[src/fletv_pkg.sv]
`timescale 1ns / 1ps
// Package for the Fletcher trailer verifier: beat types, command and kind codes.
// No dependencies; imported by every module of the block.
package fletv_pkg;

    localparam logic [1:0] CMD_DATA = 2'd0;
    localparam logic [1:0] CMD_END  = 2'd1;
    localparam logic [1:0] CMD_PUSH = 2'd2;

    localparam logic [1:0] KIND_DATA    = 2'd0;
    localparam logic [1:0] KIND_RETURN  = 2'd1;
    localparam logic [1:0] KIND_VERDICT = 2'd2;

    typedef struct packed {
        logic [1:0] command;
        logic [7:0] data_byte;
    } t_in_beat;

    typedef struct packed {
        logic [1:0] kind;
        logic [7:0] out_byte;
        logic       checksum_ok;
        logic       last;
    } t_out_beat;

    // Up to two results per input beat, r0 first.
    typedef struct packed {
        logic [1:0] cnt;
        t_out_beat  r0;
        t_out_beat  r1;
    } t_res_pair;

endpackage

[src/fletcher_trailer_verifier_unit.sv]
`timescale 1ns / 1ps
// Fletcher trailer verifier, top level. Uses fletv_pkg, fletv_core, fletv_outq.
// Beats pass the input register and core into the queue. Throughput: one input beat per
// cycle while the queue has room for two results; an end beat that also flushes a lone
// held byte makes two results; the output drains one result per cycle unless stalled.
// Reset (synchronous, active low): window bytes 255, sums 0, need-two phase, queue empty.
module fletcher_trailer_verifier_unit
    import fletv_pkg::*;
(
    input  logic      i_clk,
    input  logic      i_rst_n,
    input  logic      i_in_valid,
    output logic      o_in_stall,
    input  t_in_beat  i_in_beat,
    output logic      o_out_valid,
    input  logic      i_out_stall,
    output t_out_beat o_out_beat
);

    // input register stage
    logic      r_in_valid, n_in_valid;
    t_in_beat  r_in_beat;

    logic      accept;
    logic      go;
    logic      room;
    t_res_pair res;

    // The held beat is processed once the queue can absorb two results.
    assign go         = r_in_valid && room;
    assign o_in_stall = r_in_valid && !room;
    assign accept     = i_in_valid && !o_in_stall;

    always_comb begin
        n_in_valid = r_in_valid;
        if (accept) begin
            n_in_valid = 1'b1;
        end else if (go) begin
            n_in_valid = 1'b0;
        end
    end

    always_ff @(posedge i_clk) begin
        if (!i_rst_n) begin
            r_in_valid <= 1'b0;
        end else begin
            r_in_valid <= n_in_valid;
        end
    end

    // payload needs no reset
    always_ff @(posedge i_clk) begin
        if (accept) begin
            r_in_beat <= i_in_beat;
        end
    end

    // window, sums and per-beat results
    fletv_core u_core (
        .i_clk   (i_clk),
        .i_rst_n (i_rst_n),
        .i_go    (go),
        .i_beat  (r_in_beat),
        .o_res   (res)
    );

    // result queue separates the output handshake from the input side
    fletv_outq u_outq (
        .i_clk       (i_clk),
        .i_rst_n     (i_rst_n),
        .i_push      (go),
        .i_res       (res),
        .o_room      (room),
        .o_out_valid (o_out_valid),
        .i_out_stall (i_out_stall),
        .o_out_beat  (o_out_beat)
    );

endmodule

[src/fletv_core.sv]
`timescale 1ns / 1ps
// Window, running sums and result generation for one input beat.
// Depends on fletv_pkg.
module fletv_core
    import fletv_pkg::*;
(
    input  logic      i_clk,
    input  logic      i_rst_n,
    input  logic      i_go,
    input  t_in_beat  i_beat,
    output t_res_pair o_res
);

    localparam logic [1:0] PH_NEED2  = 2'd0;
    localparam logic [1:0] PH_NEED1  = 2'd1;
    localparam logic [1:0] PH_STREAM = 2'd2;
    localparam logic [1:0] PH_ENDED  = 2'd3;

    logic [1:0] r_phase, n_phase;
    logic [7:0] r_old, n_old;
    logic [7:0] r_mid, n_mid;
    logic [7:0] r_new, n_new;
    logic [7:0] r_sum1, n_sum1;
    logic [7:0] r_sum2, n_sum2;

    logic [7:0] add1, add2;
    logic       match;

    assign add1  = r_sum1 + r_mid;
    assign add2  = r_sum2 + add1;
    assign match = (r_mid == r_sum1) && (r_new == r_sum2);

    always_comb begin
        n_phase = r_phase;
        n_old   = r_old;
        n_mid   = r_mid;
        n_new   = r_new;
        n_sum1  = r_sum1;
        n_sum2  = r_sum2;
        o_res   = '0;
        case (i_beat.command)
            CMD_DATA: begin
                case (r_phase)
                    PH_NEED2: begin
                        n_new   = i_beat.data_byte;
                        n_phase = PH_NEED1;
                    end
                    PH_NEED1: begin
                        n_mid   = r_new;
                        n_new   = i_beat.data_byte;
                        n_phase = PH_STREAM;
                    end
                    PH_STREAM: begin
                        n_old  = r_mid;
                        n_mid  = r_new;
                        n_new  = i_beat.data_byte;
                        n_sum1 = add1;
                        n_sum2 = add2;
                        o_res.cnt         = 2'd1;
                        o_res.r0.kind     = KIND_DATA;
                        o_res.r0.out_byte = r_mid;
                        o_res.r0.last     = 1'b1;
                    end
                    default: begin
                        // bytes after the end are dropped
                    end
                endcase
            end
            CMD_END: begin
                n_phase = PH_ENDED;
                if (r_phase == PH_NEED1) begin
                    // lone held byte goes out first, sums untouched
                    o_res.cnt            = 2'd2;
                    o_res.r0.kind        = KIND_DATA;
                    o_res.r0.out_byte    = r_new;
                    o_res.r1.kind        = KIND_VERDICT;
                    o_res.r1.checksum_ok = match;
                    o_res.r1.last        = 1'b1;
                end else begin
                    o_res.cnt            = 2'd1;
                    o_res.r0.kind        = KIND_VERDICT;
                    o_res.r0.checksum_ok = match;
                    o_res.r0.last        = 1'b1;
                end
            end
            CMD_PUSH: begin
                o_res.cnt         = 2'd1;
                o_res.r0.kind     = KIND_RETURN;
                o_res.r0.out_byte = r_new;
                o_res.r0.last     = 1'b1;
                n_new  = r_mid;
                n_mid  = r_old;
                n_old  = i_beat.data_byte;
                n_sum2 = r_sum2 - r_sum1;
                n_sum1 = r_sum1 - i_beat.data_byte;
            end
            default: begin
                // unknown command: no effect
            end
        endcase
    end

    always_ff @(posedge i_clk) begin
        if (!i_rst_n) begin
            r_phase <= PH_NEED2;
            r_old   <= 8'hFF;
            r_mid   <= 8'hFF;
            r_new   <= 8'hFF;
            r_sum1  <= 8'h00;
            r_sum2  <= 8'h00;
        end else if (i_go) begin
            r_phase <= n_phase;
            r_old   <= n_old;
            r_mid   <= n_mid;
            r_new   <= n_new;
            r_sum1  <= n_sum1;
            r_sum2  <= n_sum2;
        end
    end

endmodule

[src/fletv_outq.sv]
`timescale 1ns / 1ps
// Four-entry result queue: takes up to two beats per cycle, gives one unless stalled.
// Depends on fletv_pkg.
module fletv_outq
    import fletv_pkg::*;
(
    input  logic      i_clk,
    input  logic      i_rst_n,
    input  logic      i_push,
    input  t_res_pair i_res,
    output logic      o_room,
    output logic      o_out_valid,
    input  logic      i_out_stall,
    output t_out_beat o_out_beat
);

    t_out_beat  r_mem [4];
    logic [1:0] r_wp, n_wp;
    logic [1:0] r_rp, n_rp;
    logic [2:0] r_cnt, n_cnt;
    logic [1:0] n_in;
    logic       pop;
    logic [1:0] wp1;

    assign o_out_valid = (r_cnt != 3'd0);
    assign o_out_beat  = r_mem[r_rp];
    assign o_room      = (r_cnt <= 3'd2);
    assign pop         = o_out_valid && !i_out_stall;
    assign n_in        = i_push ? i_res.cnt : 2'd0;
    assign wp1         = r_wp + 2'd1;
    assign n_wp        = r_wp + n_in;
    assign n_rp        = r_rp + {1'b0, pop};
    assign n_cnt       = r_cnt + {1'b0, n_in} - {2'b00, pop};

    always_ff @(posedge i_clk) begin
        if (n_in != 2'd0) begin
            r_mem[r_wp] <= i_res.r0;
        end
        if (n_in == 2'd2) begin
            r_mem[wp1] <= i_res.r1;
        end
    end

    always_ff @(posedge i_clk) begin
        if (!i_rst_n) begin
            r_wp  <= 2'd0;
            r_rp  <= 2'd0;
            r_cnt <= 3'd0;
        end else begin
            r_wp  <= n_wp;
            r_rp  <= n_rp;
            r_cnt <= n_cnt;
        end
    end

endmodule
[config.mk]
export PLATFORM = sky130hd
export DESIGN_NAME = fletcher_trailer_verifier_unit
export DESIGN_NICKNAME = d
export VERILOG_FILES = /design/src/fletv_pkg.sv /design/src/fletcher_trailer_verifier_unit.sv /design/src/fletv_core.sv /design/src/fletv_outq.sv
export SDC_FILE = /design/constraint.sdc
export NUM_CORES = 1
export LEC_CHECK = 0
export BUFFER_PORTS_ARGS = -buffer_cell sky130_fd_sc_hd__buf_4
export CORE_UTILIZATION = 55
export CTS_CLUSTER_DIAMETER = 150
export CTS_CLUSTER_SIZE = 14
export DETAILED_ROUTE_END_ITERATION = 8
export GPL_TIMING_DRIVEN = 0
export PLACE_DENSITY_LB_ADDON = 0.05
export RECOVER_POWER = 25
export SYNTH_ARGS = -nofsm -noshare
export SYNTH_HDL_FRONTEND = slang
export SYNTH_SLANG_ARGS = --single-unit
[constraint.sdc]
create_clock -name i_clk -period 8.2 [get_ports i_clk]
set_input_delay 0.82 -clock i_clk [delete_from_list [all_inputs] [get_ports i_clk]]
set_output_delay 0.82 -clock i_clk [all_outputs]
set_load 0.1 [all_outputs]
# ---- Word-level counts from Yosys, hierarchy flattened
# Memory sizes are Yosys's and may differ from the RTL's. A register that Yosys moved wholly into a read port is not among the register bits.
# Cells that the tools add are included.
dict set report totals {
  register_bits 60
  mem_bits_rw 48
  in_bits 14
  wordCells 87
  mem_count 1
}
dict set report op_classes {
  add_sub_neg 9
  order_cmp 1
  eq_ne 11
  muxes 32
  reduce_logical 21
}
# memory words word_bits rd rd_ports_with_merged_regs write_ports line
set memory_table {}
lappend memory_table {u_outq.r_mem 4 12 1 1 2 fletv_outq.sv:17} ;# t_out_beat r_mem [4];
# cell count
set op_table {}
lappend op_table {{case mux 8 bit (2 select lines)} 5}
lappend op_table {{two-way mux 8 bit} 6}
lappend op_table {{case mux 12 bit (3 select lines)} 1}
lappend op_table {{adder 8 bit} 2}
lappend op_table {{== test 8 bit} 2}
lappend op_table {{subtractor 8 bit} 2}
lappend op_table {{two-way mux 2 bit} 7}
lappend op_table {{AND reduction 3 bit} 4}
lappend op_table {{two-way mux 11 bit} 1}
lappend op_table {{two-way mux 1 bit} 8}
lappend op_table {{case mux 2 bit (2 select lines)} 2}
lappend op_table {{nonzero test 2 bit} 4}
lappend op_table {{== test 2 bit, second input constant} 3}
lappend op_table {{!= test 2 bit, second input constant} 3}
lappend op_table {{logical AND 1 bit} 5}
lappend op_table {{== test 2 x 1 -> 1 bit, second input constant} 2}
lappend op_table {{logical NOT 2 bit} 2}
lappend op_table {{two-way mux 4 bit} 1}
lappend op_table {{adder 3 x 2 -> 3 bit} 1}
lappend op_table {{less-or-equal comparator 3 x 2 -> 1 bit, second input constant} 1}
lappend op_table {{logical NOT 1 bit} 3}
lappend op_table {{!= test 3 x 2 -> 1 bit, second input constant} 1}
lappend op_table {{case mux 1 bit (3 select lines)} 1}
lappend op_table {{nonzero test 3 bit} 1}
lappend op_table {{other kinds (6)} 6}

# ---- Depth between registers and ports, before layout
# Gate-level depths: netlist of run 1.
dict set report depth {
  ltp_word 7
  ltp_mapped 16
  mapped_depth_nobuf 16
}

# ---- Modules after synthesis
# A second synthesis of run 1 with hierarchy kept.
dict set report unflattened {
  cells_unflattened 601
  area_unflattened_um2 6384.9
}
# module n_inst cells_per_inst area_each_um2 seq_area_each_um2
set by_module_without_submodules {}
lappend by_module_without_submodules {fletv_core 1 416 3218.1 840.8}
lappend by_module_without_submodules {fletv_outq 1 170 2812.7 1581.5}
lappend by_module_without_submodules {fletcher_trailer_verifier_unit 1 15 354.1 320.3}

# ---- Worst setup path after synthesis of run 1
# No wires, ideal clock.
dict set report synth_path {
  path_type {reg2reg}
  start {register u_core.r_mid[0]}
  end {register u_core.r_sum2[7]}
  arrival_time_ns 3.217
  slack_ns 4.911
  path_stages_with_launch 16
  synth_period_minus_slack_ns 3.289
  path_cell_list {dfxtp_1 -> ha_1 -> fa_1 -> xnor2_1 -> nand4_1 -> mux2_2 -> nand2_1 -> a2bb2oi_1 -> ha_1 -> o2111ai_1 -> nand4b_1 -> a21o_1 -> a21oi_1 -> o211ai_1 -> a21oi_2 -> mux2i_1}
}
dict set report synth_between {
  elab_chain_cells 4
}
# element line
set synth_lines {}
lappend synth_lines {{start: declaration} fletv_core.sv:21} ;# logic [7:0] r_mid, n_mid;
lappend synth_lines {{start signal: assignment} fletv_core.sv:114} ;# r_mid <= n_mid;
lappend synth_lines {{adder 8 bit} fletv_core.sv:29} ;# assign add1 = r_sum1 + r_mid;
lappend synth_lines {{adder 8 bit} fletv_core.sv:30} ;# assign add2 = r_sum2 + add1;
lappend synth_lines {{two-way mux 8 bit} fletv_core.sv:43} ;# case (r_phase)
lappend synth_lines {{case mux 8 bit (2 select lines)} fletv_core.sv:41} ;# case (i_beat.command)
lappend synth_lines {{end signal: assignment} fletv_core.sv:117} ;# r_sum2 <= n_sum2;
lappend synth_lines {{end: declaration} fletv_core.sv:24} ;# logic [7:0] r_sum2, n_sum2;
# No other way between the ends. The select of a mux whose other input is x is not followed.
# A chain may end at the register's enable or synchronous reset.

# ---- Worst setup path after layout of run 1
# Same ends and word-level chain as after synthesis.

==> metrics.cfg, run 1 <==
[timing]
fin_skew_ns = 0.01499
grt_setup_unrepaired = false
relSlewSlack_pct = 18.56
holdWs_ns = 0.4895
finalHoldViolCount = 0
layout_worst_path_cycle_share_pct = 48.59
drv_slew = 0
tightest_slew_ns = 1.212
tns_ns = 0
max_freq_mhz = 251.0
finalSetupViolCount = 0
period_needed_ns = 3.985

[routing]
wl_um = 14330
drt_iter0_drc = 257
drc = 0
ant_nets = 0
via_count = 4718
via_per_inst = 5.861
drt_first_pass_iters = 5
wl_per_cell_um = 17.80

[yosys]
synthTopCellsByCount = nor2_1, dfxtp_1, nand2_1, a211oi_1, ha_1
netlist_area_mm2 = 0.005853
synth_cell_type_count = 63
avgSynthCellArea_um2 = 9.350
ys_ff_latch = 108
synth_cells = 626
synth_top_area_share_pct = 29.41
synth.largest_area_cell = dfxtp_1
seq_area_frac_synth_pct = 40.70
synthTopCellsByArea = dfxtp_1, edfxtp_1, nor2_1
synth-edff-count = 22
yosysMostFrequentCell = nor2_1
synthArstFlopShare_pct = 0
yosys_warnings = 0
synth_fp_nets = 675
synthFlopType = dfxtp_1

[critical_path]
path_class = flop to flop
crit_family = compound AO/OA/AOI/OAI gates
arrival_ns = 4.29
cp_slowest_stage_delay_ns = 0.44
startpoint_type = flop
critPathMaxFanout = 6
end_kind = flop
crit_buf_inv = 0
crit_top_cell = ha_1
slowest_stage = xnor2_1
worstPathRequired_ns = 8.51
crit_chain = ha_1 -> fa_1 -> xnor2_1 -> nand4_1 -> mux2_2 -> nand2_1 -> a2bb2oi_1 -> ha_1 -> o2111ai_1 -> nand4b_1 -> a21o_1 -> a21oi_1 -> o211ai_1 -> a21oi_2 -> mux2i_1

[floorplan]
die_x_um = 105.2
rows = 37
die_h_um = 105.2
core_area_mm2 = 0.01032
die_area_mm2 = 0.01106
io-pin-count = 28
start_util_pct = 56.70

[placement]
place_congestion = 0.8711
port_buffers = 27
place_area_mm2 = 0.006226
hpwl_um = 10860

[run_status]
status = finished clean

[power]
switching_power_w = 0.0008577
p_leak_nw = 2.562
switching_share_pct = 44.59
p_seq_share_pct = 36.7
powerDensity_mw_per_mm2 = 300.8
pwr-share-comb_pct = 46.6
max-vdd-ir-drop_mv = 0.3651
clkPwrFrac_pct = 16.7
intPower_w = 0.001066
total_power_w = 0.001924

[clocking]
hold_buffers = 0
cts_root_buf = clkbuf_8
cts_tree = yes
cts_max_level = 3
clk_pin_slew_ns = 0.10
cts_sinks = 108
clockBufferDepth = 2
numCtsBuffers = 9
postCtsSetupBuffers = 0
cts_resized = 0
clk_latency_ns = 0.38

[global_routing]
antenna_found_initial = 0
grt_usage_pct = 27.64
grt_pass1_vias = 4770
overflow = 0
grt_max_degree = 19
grt_pass1_wl_um = 23670

[layout]
syn_to_final_growth_pct = 9.256
layout.nets = 713
fin_area_mm2 = 0.006395
drive_above_1_share_pct = 11.66
antenna_cells = 0
utilization_pct = 61.94

[flow_run]
maxCapViolCount = 0

[hold_path]
hp-class = flop to flop

==> power groups by stage <==
stage	Sequential [W]	Combinational, W	Clock [W]
floorplan	0.000692	0.000751	0
global placement	0.000713	0.000883	0
detailed placement	0.000718	0.000899	0
CTS	0.000706	0.000901	0.000326
global route	0.000717	0.000960	0.000343
finish	0.000706	0.000896	0.000321
==> placed cells by master, fill, tap and decap left out, drive strengths merged, types with 5 or more instances in the layout <==
| cell type | instances |
|---|---|
| clkbuf | 45 |
| nor2b | 16 |
| inv | 28 |
| xor2 | 10 |
| a21oi | 14 |
| nor3 | 10 |
| nor2 | 120 |
| xnor2 | 23 |
| ha | 31 |
| edfxtp | 22 |
| o311ai | 25 |
| mux2i | 6 |
| nand2 | 57 |
| dfxtp | 86 |
| a21o | 12 |
| a211oi | 38 |
| o21ai | 20 |
| and2 | 5 |
| a22oi | 8 |
| mux4 | 12 |
| buf | 27 |
==> final timing paths <==
check | start | cells after the start | end | slack (ns)
max | u_core.r_mid[0]$_SDFFE_PN1P_ | 15 | u_core.r_sum2[7]$_SDFFE_PN0P_ | 4.22
min | u_core.r_old[6]$_SDFFE_PN1P_ | 2 | u_core.r_old[6]$_SDFFE_PN1P_ | 0.49
max reg2reg | u_core.r_mid[0]$_SDFFE_PN1P_ | 15 | u_core.r_sum2[7]$_SDFFE_PN0P_ | 4.22
min reg2reg | u_core.r_old[6]$_SDFFE_PN1P_ | 2 | u_core.r_old[6]$_SDFFE_PN1P_ | 0.49
==> per-stage QoR <==
| stage | setup slack [ns] | instances |
|---|---|---|
| 2_1_floorplan | 4.911 | 626 |
| 3_3_place_gp | 4.435 | 789 |
| 3_5_place_dp | 4.320 | 789 |
| 4_1_cts | 4.267 | 805 |
| 5_1_grt | 4.007 | 805 |
| 6_report | 4.215 | 805 |
==> cell families after synthesis <==
logic type      count (synthesis)  synth area share [%]
buf+inv                        58                 4.318
flops                         108                 40.70
xor+xnor                       33                 5.066
compound gates                137                 17.66
mux                            19                 5.836
simple gates                  236                 18.43
fa+ha+maj                      35                 7.995
==> metal layers <==
layer	vias to the layer above	global-route usage, %	wire (um)
li1	2317	-	-
met1	2256	32.62	6060
met2	111	49.48	7344
met3	34	4.367	516
met4	0	11.97	405
met5	-	0	0
==> flip-flops by register name (all words and copies together), names as in the netlist <==
signal and cells:
u_outq.r_rp 2, u_outq.r_mem 48, r_in_beat 10, u_outq.r_cnt 3, u_outq.r_wp 2, u_core.r_sum2 8
u_core.r_sum1 8, u_core.r_new 8, u_core.r_old 8, r_in_valid 1, u_core.r_mid 8, u_core.r_phase 2
==> worst register-to-register path, stage by stage (launching register included) <==
cell,delay (ns)
dfxtp_1,0.41
ha_1,0.26
fa_1,0.40
xnor2_1,0.44
nand4_1,0.17
mux2_2,0.34
nand2_1,0.08
a2bb2oi_1,0.21
ha_1,0.31
o2111ai_1,0.12
nand4b_1,0.17
a21o_1,0.21
a21oi_1,0.24
o211ai_1,0.15
a21oi_2,0.19
mux2i_1,0.22
==> cell type report <==
| type | count | area [um2] |
|---|---|---|
| Tap cell | 136 | 170.2 |
| Buffer | 34 | 155.1 |
| Clock buffer | 11 | 151.4 |
| Sequential cell | 108 | 2382 |
| Multi-Input combinational cell | 460 | 3207 |
| Timing Repair Buffer | 27 | 198.9 |
| Clock inverter | 5 | 40.04 |
| Fill cell | 886 | 3929 |
| Inverter | 24 | 90.09 |
(Power assumes the default switching activity.)
==> run 2: changes to the inputs <==
ABC_AREA = 1   (was default)
clock period = 3.5 ns   (was 8.2 ns; I/O delays follow)
==> run 2 against run 1 <==
Net effect:
- register-to-register slack lost 4.0 ns
- critical endpoint unchanged
- worst hold slack got worse by 0.32 ns
- global-route usage increased by 2.0 points
- non-clock buffer count up 3
- largest power group unchanged
==> metrics.cfg, run 2 <==
[run_status]
status = finished clean  ; unchanged

[timing]
tns_ns = 0  ; unchanged
drv_slew = 0  ; unchanged
finalHoldViolCount = 0  ; unchanged
tightest_slew_ns = 1.158  ; was 1.212 ns
max_freq_mhz = 304.3  ; was 251.0 MHz
fin_skew_ns = 0.009287  ; was 0.01499 ns
relSlewSlack_pct = 23.12  ; was 18.56%
finalSetupViolCount = 0  ; unchanged
period_needed_ns = 3.287  ; was 3.985 ns
layout_worst_path_cycle_share_pct = 93.90  ; was 48.59%
holdWs_ns = 0.1652  ; was 0.4895 ns

[layout]
ff_latch_area_mm2 = 0.002382  ; unchanged
final_common_cell = nand2_1  ; was nor2_1
largest_reg_flops = 48  ; unchanged
multi_input_area_mm2 = 0.003148  ; was 0.003207 mm2
top_regs = u_outq.r_mem (48), r_in_beat (10)  ; unchanged
antenna_cells = 0  ; unchanged
fillCellCount = 951  ; was 886
max_flop_register = u_outq.r_mem  ; unchanged
fin_area_mm2 = 0.006583  ; was 0.006395 mm2
drive_above_1_share_pct = 9.512  ; was 11.66%
fin_cells = 977  ; was 805
layout.nets = 885  ; was 713
syn_to_final_growth_pct = 9.513  ; was 9.256%
layout_common_cells = nand2_1, nor2_1, o21ai_0  ; was nor2_1, dfxtp_1, nand2_1

[clocking]
numCtsBuffers = 9  ; unchanged
clockBufferDepth = 2  ; unchanged
hold_buffers = 0  ; unchanged
cts_root_buf = clkbuf_8  ; unchanged
clk_pin_slew_ns = 0.10  ; about the same
cts_sinks = 108  ; unchanged
cts_max_level = 3  ; unchanged
cts_tree = yes  ; unchanged
clk_latency_ns = 0.38  ; about the same

[critical_path]
end_kind = flop  ; unchanged
worstPathRequired_ns = 3.78  ; was 8.51 ns
critPathMaxFanout = 4  ; was 6
path_class = flop to flop  ; unchanged
cp_slowest_stage_delay_ns = 0.45  ; was 0.44 ns
crit_chain = ha_4 -> fa_2 -> inv_1 -> ha_1 -> nand4_1 -> nor3_2 -> xor2_1 -> nand2_1 -> o21ai_0 -> ha_1 -> nand2_1 -> inv_1 -> a221oi_1 -> nand2_1 -> inv_1 -> nand3_1 -> nand3_1 -> nand2_1 -> inv_1 -> nor2_1  ; was ha_1 -> fa_1 -> xnor2_1 -> nand4_1 -> mux2_2 -> nand2_1 -> a2bb2oi_1 -> ha_1 -> o2111ai_1 -> nand4b_1 -> a21o_1 -> a21oi_1 -> o211ai_1 -> a21oi_2 -> mux2i_1
crit_buf_inv = 4  ; was 0
startpoint_type = flop  ; unchanged
arrival_ns = 3.57  ; was 4.29 ns
slowest_stage = fa_2  ; was xnor2_1
crit_family = adder cells  ; was compound AO/OA/AOI/OAI gates

[floorplan]
io-pin-count = 28  ; unchanged
core_area_mm2 = 0.01046  ; was 0.01032 mm2
rows = 37  ; unchanged
die_area_mm2 = 0.01135  ; was 0.01106 mm2
die_h_um = 106.5  ; was 105.2 um
die_x_um = 106.5  ; was 105.2 um
start_util_pct = 57.45  ; was 56.70%

[yosys]
synth.largest_area_cell = dfxtp_1  ; unchanged
avgSynthCellArea_um2 = 7.523  ; was 9.350 um2
synthTopCellsByArea = dfxtp_1, edfxtp_1, nand2_1  ; was dfxtp_1, edfxtp_1, nor2_1
synth-edff-count = 22  ; unchanged
synth_cells = 799  ; was 626
ys_ff_latch = 108  ; unchanged
synthTopCellsByCount = nand2_1, nor2_1, o21ai_0, dfxtp_1, inv_1  ; was nor2_1, dfxtp_1, nand2_1, a211oi_1, ha_1
synthFlopType = dfxtp_1  ; unchanged
synth_top_area_share_pct = 28.64  ; was 29.41%
synth_fp_nets = 848  ; was 675
seq_area_frac_synth_pct = 39.63  ; was 40.70%
yosysMostFrequentCell = nand2_1  ; was nor2_1
netlist_area_mm2 = 0.006011  ; was 0.005853 mm2
synth_cell_type_count = 39  ; was 63
synthArstFlopShare_pct = 0  ; unchanged
yosys_warnings = 0  ; unchanged

[global_routing]
grt_max_degree = 29  ; was 19
antenna_found_initial = 0  ; unchanged
grt_pass1_vias = 5159  ; was 4,770
grt_pass1_wl_um = 25880  ; was 23,670 um
grt_usage_pct = 29.69  ; was 27.64%
overflow = 0  ; unchanged

[routing]
drc = 0  ; unchanged
drt_iter0_drc = 548  ; was 257
via_count = 5680  ; was 4,718
drt_first_pass_iters = 5  ; unchanged
via_per_inst = 5.814  ; was 5.861
ant_nets = 0  ; unchanged
wl_per_cell_um = 16.54  ; was 17.80 um
wl_um = 16160  ; was 14,330 um

[power]
max-vdd-ir-drop_mv = 0.9734  ; was 0.3651 mV
powerDensity_mw_per_mm2 = 697.2  ; was 300.8 mW/mm2
total_power_w = 0.004589  ; was 0.001924 W
p_leak_nw = 3.069  ; was 2.562 nW

[placement]
dp_cells = 961  ; was 789
place_area_mm2 = 0.006376  ; was 0.006226 mm2
place_congestion = 0.9410  ; was 0.8711
port_buffers = 26  ; was 27
hpwl_um = 12420  ; was 10,860 um

[hold_path]
hp-class = primary input to flop  ; was flop to flop

[flow_run]
maxCapViolCount = 0  ; unchanged

## run 2: cell types whose count changed after synthesis, moves of 16 or more
cell / delta
o21ai_0: +73
nand2_1: +67
inv_1: +58
o211ai_1: +42
a211oi_1: -35
nand3_1: +32
o22ai_1: +19
o311ai_0: -18
xnor2_1: -17
a21oi_1: +16
## run 2: final timing paths
| check | depth (start not counted) | end | from | slack, ns |
|---|---|---|---|---|
| max | 20 | u_core.r_sum2[7]$_SDFFE_PN0P_ | u_core.r_mid[0]$_SDFFE_PN1P_ | 0.21 |
| min | 1 | r_in_beat[0]$_DFFE_PP_ | i_in_beat[0] | 0.17 |
| max reg2reg | 20 | u_core.r_sum2[7]$_SDFFE_PN0P_ | u_core.r_mid[0]$_SDFFE_PN1P_ | 0.21 |
| min reg2reg | 2 | u_core.r_old[2]$_SDFFE_PN1P_ | u_core.r_old[2]$_SDFFE_PN1P_ | 0.48 |
## run 2: cell families after synthesis
| family | share of synthesized area (%) |
|---|---|
| AOI/OAI and AO/OA | 19.69 |
| buffers and inverters | 8.618 |
| adders and majority gates | 7.785 |
| and+or+nand+nor | 20.92 |
| DFF | 39.63 |
| xor gates and xnor gates | 3.351 |
## run 2: area by class of cell
cell class	count	area share (%)
Multi-Input combinational cell	560	47.82
Sequential cell	108	36.19
Inverter	93	5.303
Timing Repair Buffer	28	3.079
Tap cell	136	2.585
Buffer	36	2.471
Clock buffer	10	1.939
Clock inverter	6	0.6082
## run 2: power by group
part           switching (W)  internal, W  leakage, nW
logic                0.00169     0.000594         2.05
clock network       0.000432     0.000260       0.0864
registers           0.000143      0.00147        0.929
total                0.00227      0.00232         3.07
## run 2: worst reg2reg max path: cells and delay by family (launching register included)
| family | cells | cell delay (ns) |
|---|---|---|
| compound gates | 2 | 0.37 |
| xor+xnor | 1 | 0.16 |
| flops | 1 | 0.40 |
| fa+ha+maj | 4 | 1.15 |
| buf+inv | 4 | 0.27 |
| simple gates | 9 | 0.85 |
## run 2: timing repair
item / CTS / global route
setup buffers: 0 / 2
resized for setup: 1 / 15
endpoints found under the setup margin: 1 / 2
pin swaps: 0 / 3
## run 2: through the flow
stage	worst slack, ns	util (%)
global placement	-0.1309	60.94
detailed placement	-0.1766	60.94
floorplan	0.5392	-
CTS	0.04547	62.50
global route	-0.01072	62.92
finish	0.2134	62.92
## run 2: layer usage
metal  track usage (%)  up-vias  wire length [um]
met5                 0        -                 0
met4             11.94        0               254
met3             5.702       23              1456
met2             43.04      289              6991
met1             43.11     2604              7461
li1                  -     2764                 -
